## config.mk

```make
export PLATFORM = sky130hd
export DESIGN_NAME = qrt_cell
export DESIGN_NICKNAME = d
export VERILOG_FILES = /design/src/rtl/core/qrt_pkg.sv /design/src/rtl/core/qrt_cell.sv
export SDC_FILE = /design/constraint.sdc
export NUM_CORES = 2
export LEC_CHECK = 0
export BUFFER_PORTS_ARGS = -buffer_cell sky130_fd_sc_hd__buf_2
export CAP_MARGIN = 10
export CELL_PAD_IN_SITES_DETAIL_PLACEMENT = 1
export CELL_PAD_IN_SITES_GLOBAL_PLACEMENT = 1
export CORE_MARGIN = 2
export CORE_UTILIZATION = 43
export DETAILED_ROUTE_END_ITERATION = 8
export GPL_ROUTABILITY_DRIVEN = 0
export GPL_TIMING_DRIVEN = 0
export PLACE_DENSITY = 0.78
export SYNTH_ARGS = -nofsm -noshare
export SYNTH_HDL_FRONTEND = slang
export SYNTH_SLANG_ARGS = --single-unit
export TNS_END_PERCENT = 20
```

## constraint.sdc

```tcl
create_clock -name clk -period 12.3 [get_ports clk]
set_input_delay 0.615 -clock clk [delete_from_list [all_inputs] [get_ports clk]]
set_output_delay 0.615 -clock clk [all_outputs]
set_load 0.02 [all_outputs]
```

## src/rtl/core/qrt_pkg.sv

```systemverilog
// Shared constants, types and codes of the quantile regression trainer.
package qrt_pkg;

    localparam int MAX_SAMPLES  = 1024;
    localparam int SAMPLE_AW    = $clog2(MAX_SAMPLES);
    localparam int CNT_W        = SAMPLE_AW + 1;
    localparam int MAX_FEATURES = 8;
    localparam int LANE_W       = $clog2(MAX_FEATURES);
    localparam int NCELLS       = MAX_FEATURES + 1;
    localparam int NF_W         = 4;
    localparam int VW           = 32;
    localparam int GW           = 48;
    localparam int PSUM_W       = GW + 4;
    localparam int FACT_W       = 17;
    localparam int DIV_W        = 17;
    localparam int CHG_W        = 37;
    localparam int CHAIN_WAIT   = NCELLS;
    localparam int ONE_Q16      = 65536;
    localparam int STEP_DIV     = 100;

    localparam logic [1:0] CFG_QUANTILE = 2'd0;
    localparam logic [1:0] CFG_ITER_LIM = 2'd1;
    localparam logic [1:0] CFG_TOL      = 2'd2;
    localparam logic [1:0] CFG_NFEAT    = 2'd3;

    localparam logic [1:0] ST_OK       = 2'd0;
    localparam logic [1:0] ST_EMPTY    = 2'd1;
    localparam logic [1:0] ST_MISMATCH = 2'd2;
    localparam logic [1:0] ST_OVERFLOW = 2'd3;

    localparam logic MODE_FEATURE = 1'b0;
    localparam logic MODE_TARGET  = 1'b1;

    typedef enum logic [3:0] {
        S_LOAD, S_RD, S_MULP, S_CHAIN, S_MULG, S_ACC, S_DIV, S_UPD, S_OUT
    } state_t;

    typedef struct packed {
        logic clear_p;
        logic clear_g;
        logic mul_pred;
        logic mul_grad;
        logic acc;
        logic shift;
    } cell_ctl_t;

endpackage

```

## src/rtl/core/qrt_cell.sv

```systemverilog
// One parameter cell: holds a parameter and its gradient sum, passes the prediction sum on.
module qrt_cell (
    input  logic                            clk,
    input  qrt_pkg::cell_ctl_t              ctl,
    input  logic                            en,
    input  logic signed [qrt_pkg::VW-1:0]     x,
    input  logic signed [qrt_pkg::FACT_W-1:0] factor,
    input  logic signed [qrt_pkg::PSUM_W-1:0] psum_in,
    input  logic signed [qrt_pkg::VW-1:0]     p_in,
    input  logic signed [qrt_pkg::GW-1:0]     g_in,
    output logic signed [qrt_pkg::PSUM_W-1:0] psum_out,
    output logic signed [qrt_pkg::VW-1:0]     p_out,
    output logic signed [qrt_pkg::GW-1:0]     g_out
);
    import qrt_pkg::*;

    logic signed [VW-1:0]     p_reg;
    logic signed [GW-1:0]     g_reg;
    logic signed [2*VW-1:0]   prod_reg;
    logic signed [PSUM_W-1:0] psum_reg;
    logic signed [VW-1:0]     mul_a;
    logic signed [GW-1:0]     term;
    logic signed [GW:0]       gsum;
    logic signed [GW-1:0]     gsat;

    assign mul_a = ctl.mul_grad ? VW'(factor) : p_reg;
    // floor(prod / 2^16); unused feature lanes contribute nothing
    assign term  = en ? prod_reg[2*VW-1:16] : '0;
    assign gsum  = GW'(g_reg) + (GW+1)'(term);

    always_comb
    begin
        if (gsum[GW] != gsum[GW-1])
            gsat = gsum[GW] ? {1'b1, {(GW-1){1'b0}}} : {1'b0, {(GW-1){1'b1}}};
        else
            gsat = gsum[GW-1:0];
    end

    always_ff @(posedge clk)
    begin
        if (ctl.mul_pred || ctl.mul_grad)
            prod_reg <= mul_a * x;
        psum_reg <= psum_in + PSUM_W'(term);
        if (ctl.clear_p)
            p_reg <= '0;
        else if (ctl.shift)
            p_reg <= p_in;
        // gradient sums travel with their parameters
        if (ctl.clear_g)
            g_reg <= '0;
        else if (ctl.shift)
            g_reg <= g_in;
        else if (ctl.acc)
            g_reg <= gsat;
    end

    assign psum_out = psum_reg;
    assign p_out    = p_reg;
    assign g_out    = g_reg;

endmodule

```

==> impl_metrics.json <==
{
  "slew_viol_final": 0,
  "syn-instance-count": 5166,
  "ys.flop_type": "dfxtp_1",
  "worstHoldPathType": "primary input to flop",
  "dr_wl_met3_mm": 20.8,
  "numCtsBuffers": 17,
  "drive_above_1_share_pct": 7.54,
  "dp.cells": 6974,
  "crit_slowest_cell": "fa_1",
  "cts_htree_levels": 4,
  "skew_ns": 0.0185,
  "hold_buffers": 0,
  "ioPinCount": 321,
  "wire_per_inst_microns": 27.1,
  "multi_input_area_sq_um": 38600,
  "wirelength_met1_mm": 68.3,
  "final.setup.tns_ns": 0,
  "path_class": "primary input to flop",
  "finalSetupViolCount": 0,
  "wirelength_mm": 190,
  "grt_pass1_vias": 43900,
  "finalInstanceArea_sq_um": 51800,
  "final_cells": 7021,
  "grt_setup_unrepaired": "false",
  "crit_path_start_kind": "primary input",
  "cp_max_fo": 12,
  "seq_area_sq_um": 4080,
  "syn_area_sq_um": 47600,
  "fp.dieH_microns": 337,
  "synth-edff-count": 48,
  "synthDistinctLibCells": 88,
  "overflow": 0,
  "crit_arrival_ns": 11.13,
  "grt_max_degree": 49,
  "cts_resized": 0,
  "r2r_cells": 27,
  "die_w_microns": 337,
  "ys_seq_area_share_pct": 8.58,
  "timing.fmax_mhz": 91.8,
  "min_period_ns": 10.89,
  "cpMostUsedCell": "fa_1",
  "place_area_sq_um": 51100,
  "routed.top_layer": "met5",
  "drtPass1Iterations": 5,
  "hpwl_mm": 163,
  "maxCapViolations": 0,
  "post_cts.repair.setup_buffers": 0,
  "viasPerCell": 5.69,
  "syn-num-nets": 6717,
  "cts.clk_slew.worst_paths_ns": 0.08,
  "dr_total_vias": 39900,
  "crit_path_end_kind": "flop",
  "period_share_pct": 88.6,
  "synth-async-reset-ratio_pct": 0,
  "fin_nets": 7056,
  "met2WireLength_mm": 86.6,
  "dieArea_sq_um": 113000,
  "final_hold_viol_count": 0,
  "drc": 0,
  "row_count": 122,
  "synth_warnings": 0,
  "grt_pass1_wl_mm": 280,
  "status": "finished clean",
  "cts_root_buf": "clkbuf_16",
  "cts.path.max_buffers": 2,
  "slew_headroom_pct": 17.6,
  "drtIter0Drc": 3297,
  "cp.required_ns": 12.53,
  "groute.usage.overall_pct": 34.0,
  "antenna_found_initial": 22,
  "cts_tree": "built",
  "area_delta_synth_final_pct": 8.69,
  "largest_register_ff_count": 52,
  "numClockSinks": 180,
  "start_util_pct": 43.2,
  "numPortBuffers": 318,
  "fill_cells": 12900,
  "antenna_left": 0,
  "yosys_register_bits": 180,
  "insertion_delay_ns": 0.49,
  "coreArea_sq_um": 110000,
  "hold_depth": 3,
  "tightest_slew_ns": 1.24,
  "postSynthAreaPerCell_sq_um": 9.22,
  "cpPeakStageDelay_ns": 1.14
}
[worst max-delay path, delay by kind of cell]
family / cells / cell delay [ns]
AOI/OAI and AO/OA: 9 / 1.78
xor gates and xnor gates: 1 / 0.10
adders and majority gates: 9 / 5.50
buffers and inverters: 9 / 2.46
and+or+nand+nor: 3 / 0.64
[stage by stage]
step                hold slack, ns  setup WS (ns)  utilization (%)
global placement             0.536           1.35             46.3
CTS                          0.328           1.63             46.9
floorplan                    0.565           3.36                -
detailed placement           0.552           1.09             46.4
global route                 0.347           1.12             46.9
finish                       0.356           1.41             47.0
[kinds of logic (layout without fill, tap and decap cells)]
family	count (synthesis)	count (layout)	share of synthesized area (%)
buffers and inverters	1298	1650	10.3
and+or+nand+nor	1493	1493	15.5
xor gates and xnor gates	146	146	2.69
muxes	65	65	1.41
adders and majority gates	1362	1362	52.9
DFF	180	180	8.58
AOI/OAI and AO/OA	622	622	8.64
other	0	15	0
[layer usage]
layer / vias to the layer above / global-route usage, %
met5: - / 0
met4: 12 / 21.3
met3: 589 / 9.02
met2: 2306 / 54.6
met1: 20600 / 40.6
li1: 16400 / -
[final cells by class]
class,count,share of cell area (%)
tap,1488,3.60
sequential,180,7.89
multi-input combinational,3688,74.6
timing repair buffer,320,3.13
clock buffer,17,0.822
inverter,1027,7.45
antenna,15,0.0725
buffer,271,2.02
clock inverter,15,0.370
[path summary, 6_finish.rpt]
kind	from	end	slack [ns]
min reg2reg	p_out[9]	p_out[9]	0.56
min	p_in[16]	p_out[16]	0.36
max	ctl[2]	prod_reg[62]	1.41
max reg2reg	p_out[31]	prod_reg[62]	2.02
[layout by cell type, fill, tap and decap left out, types with 16 or more instances in the layout]
cell | synthesis | layout
buf_2 | 9 | 327
nand4_1 | 24 | 24
a21o_1 | 90 | 90
clkbuf_1 | 246 | 246
nor2b_1 | 16 | 16
and2_1 | 552 | 552
inv_1 | 1025 | 1025
nor2_1 | 172 | 172
mux2i_1 | 49 | 49
mux2_2 | 16 | 16
o21ai_0 | 75 | 75
nor3_1 | 28 | 28
nand2_1 | 594 | 594
o21a_1 | 19 | 19
dfxtp_1 | 132 | 132
nand3_1 | 31 | 31
nand2b_1 | 20 | 20
a21oi_1 | 222 | 222
xnor2_1 | 93 | 93
o31ai_1 | 20 | 20
edfxtp_1 | 48 | 48
ha_1 | 279 | 279
xor2_1 | 53 | 53
clkbuf_16 | 0 | 17
fa_1 | 1083 | 1083
a211oi_1 | 27 | 27
o21bai_1 | 27 | 27
[synth_stat cells (all sizes together) (49+ instances only)]
master / count / share of area [%]
mux2i: 49 / 1.0
ha: 279 / 7.3
a21oi: 224 / 2.4
dfxtp: 132 / 5.5
fa: 1083 / 46
nand2: 594 / 4.7
a21o: 90 / 1.4
clkbuf: 246 / 1.9
nor2: 172 / 1.4
and2: 552 / 7.3
xor2: 53 / 0.97
xnor2: 93 / 1.7
o21ai: 83 / 0.90
inv: 1026 / 8.1
Power is not shown: default switching activity piles up to over one toggle a cycle in this logic, so the estimate is an artifact.
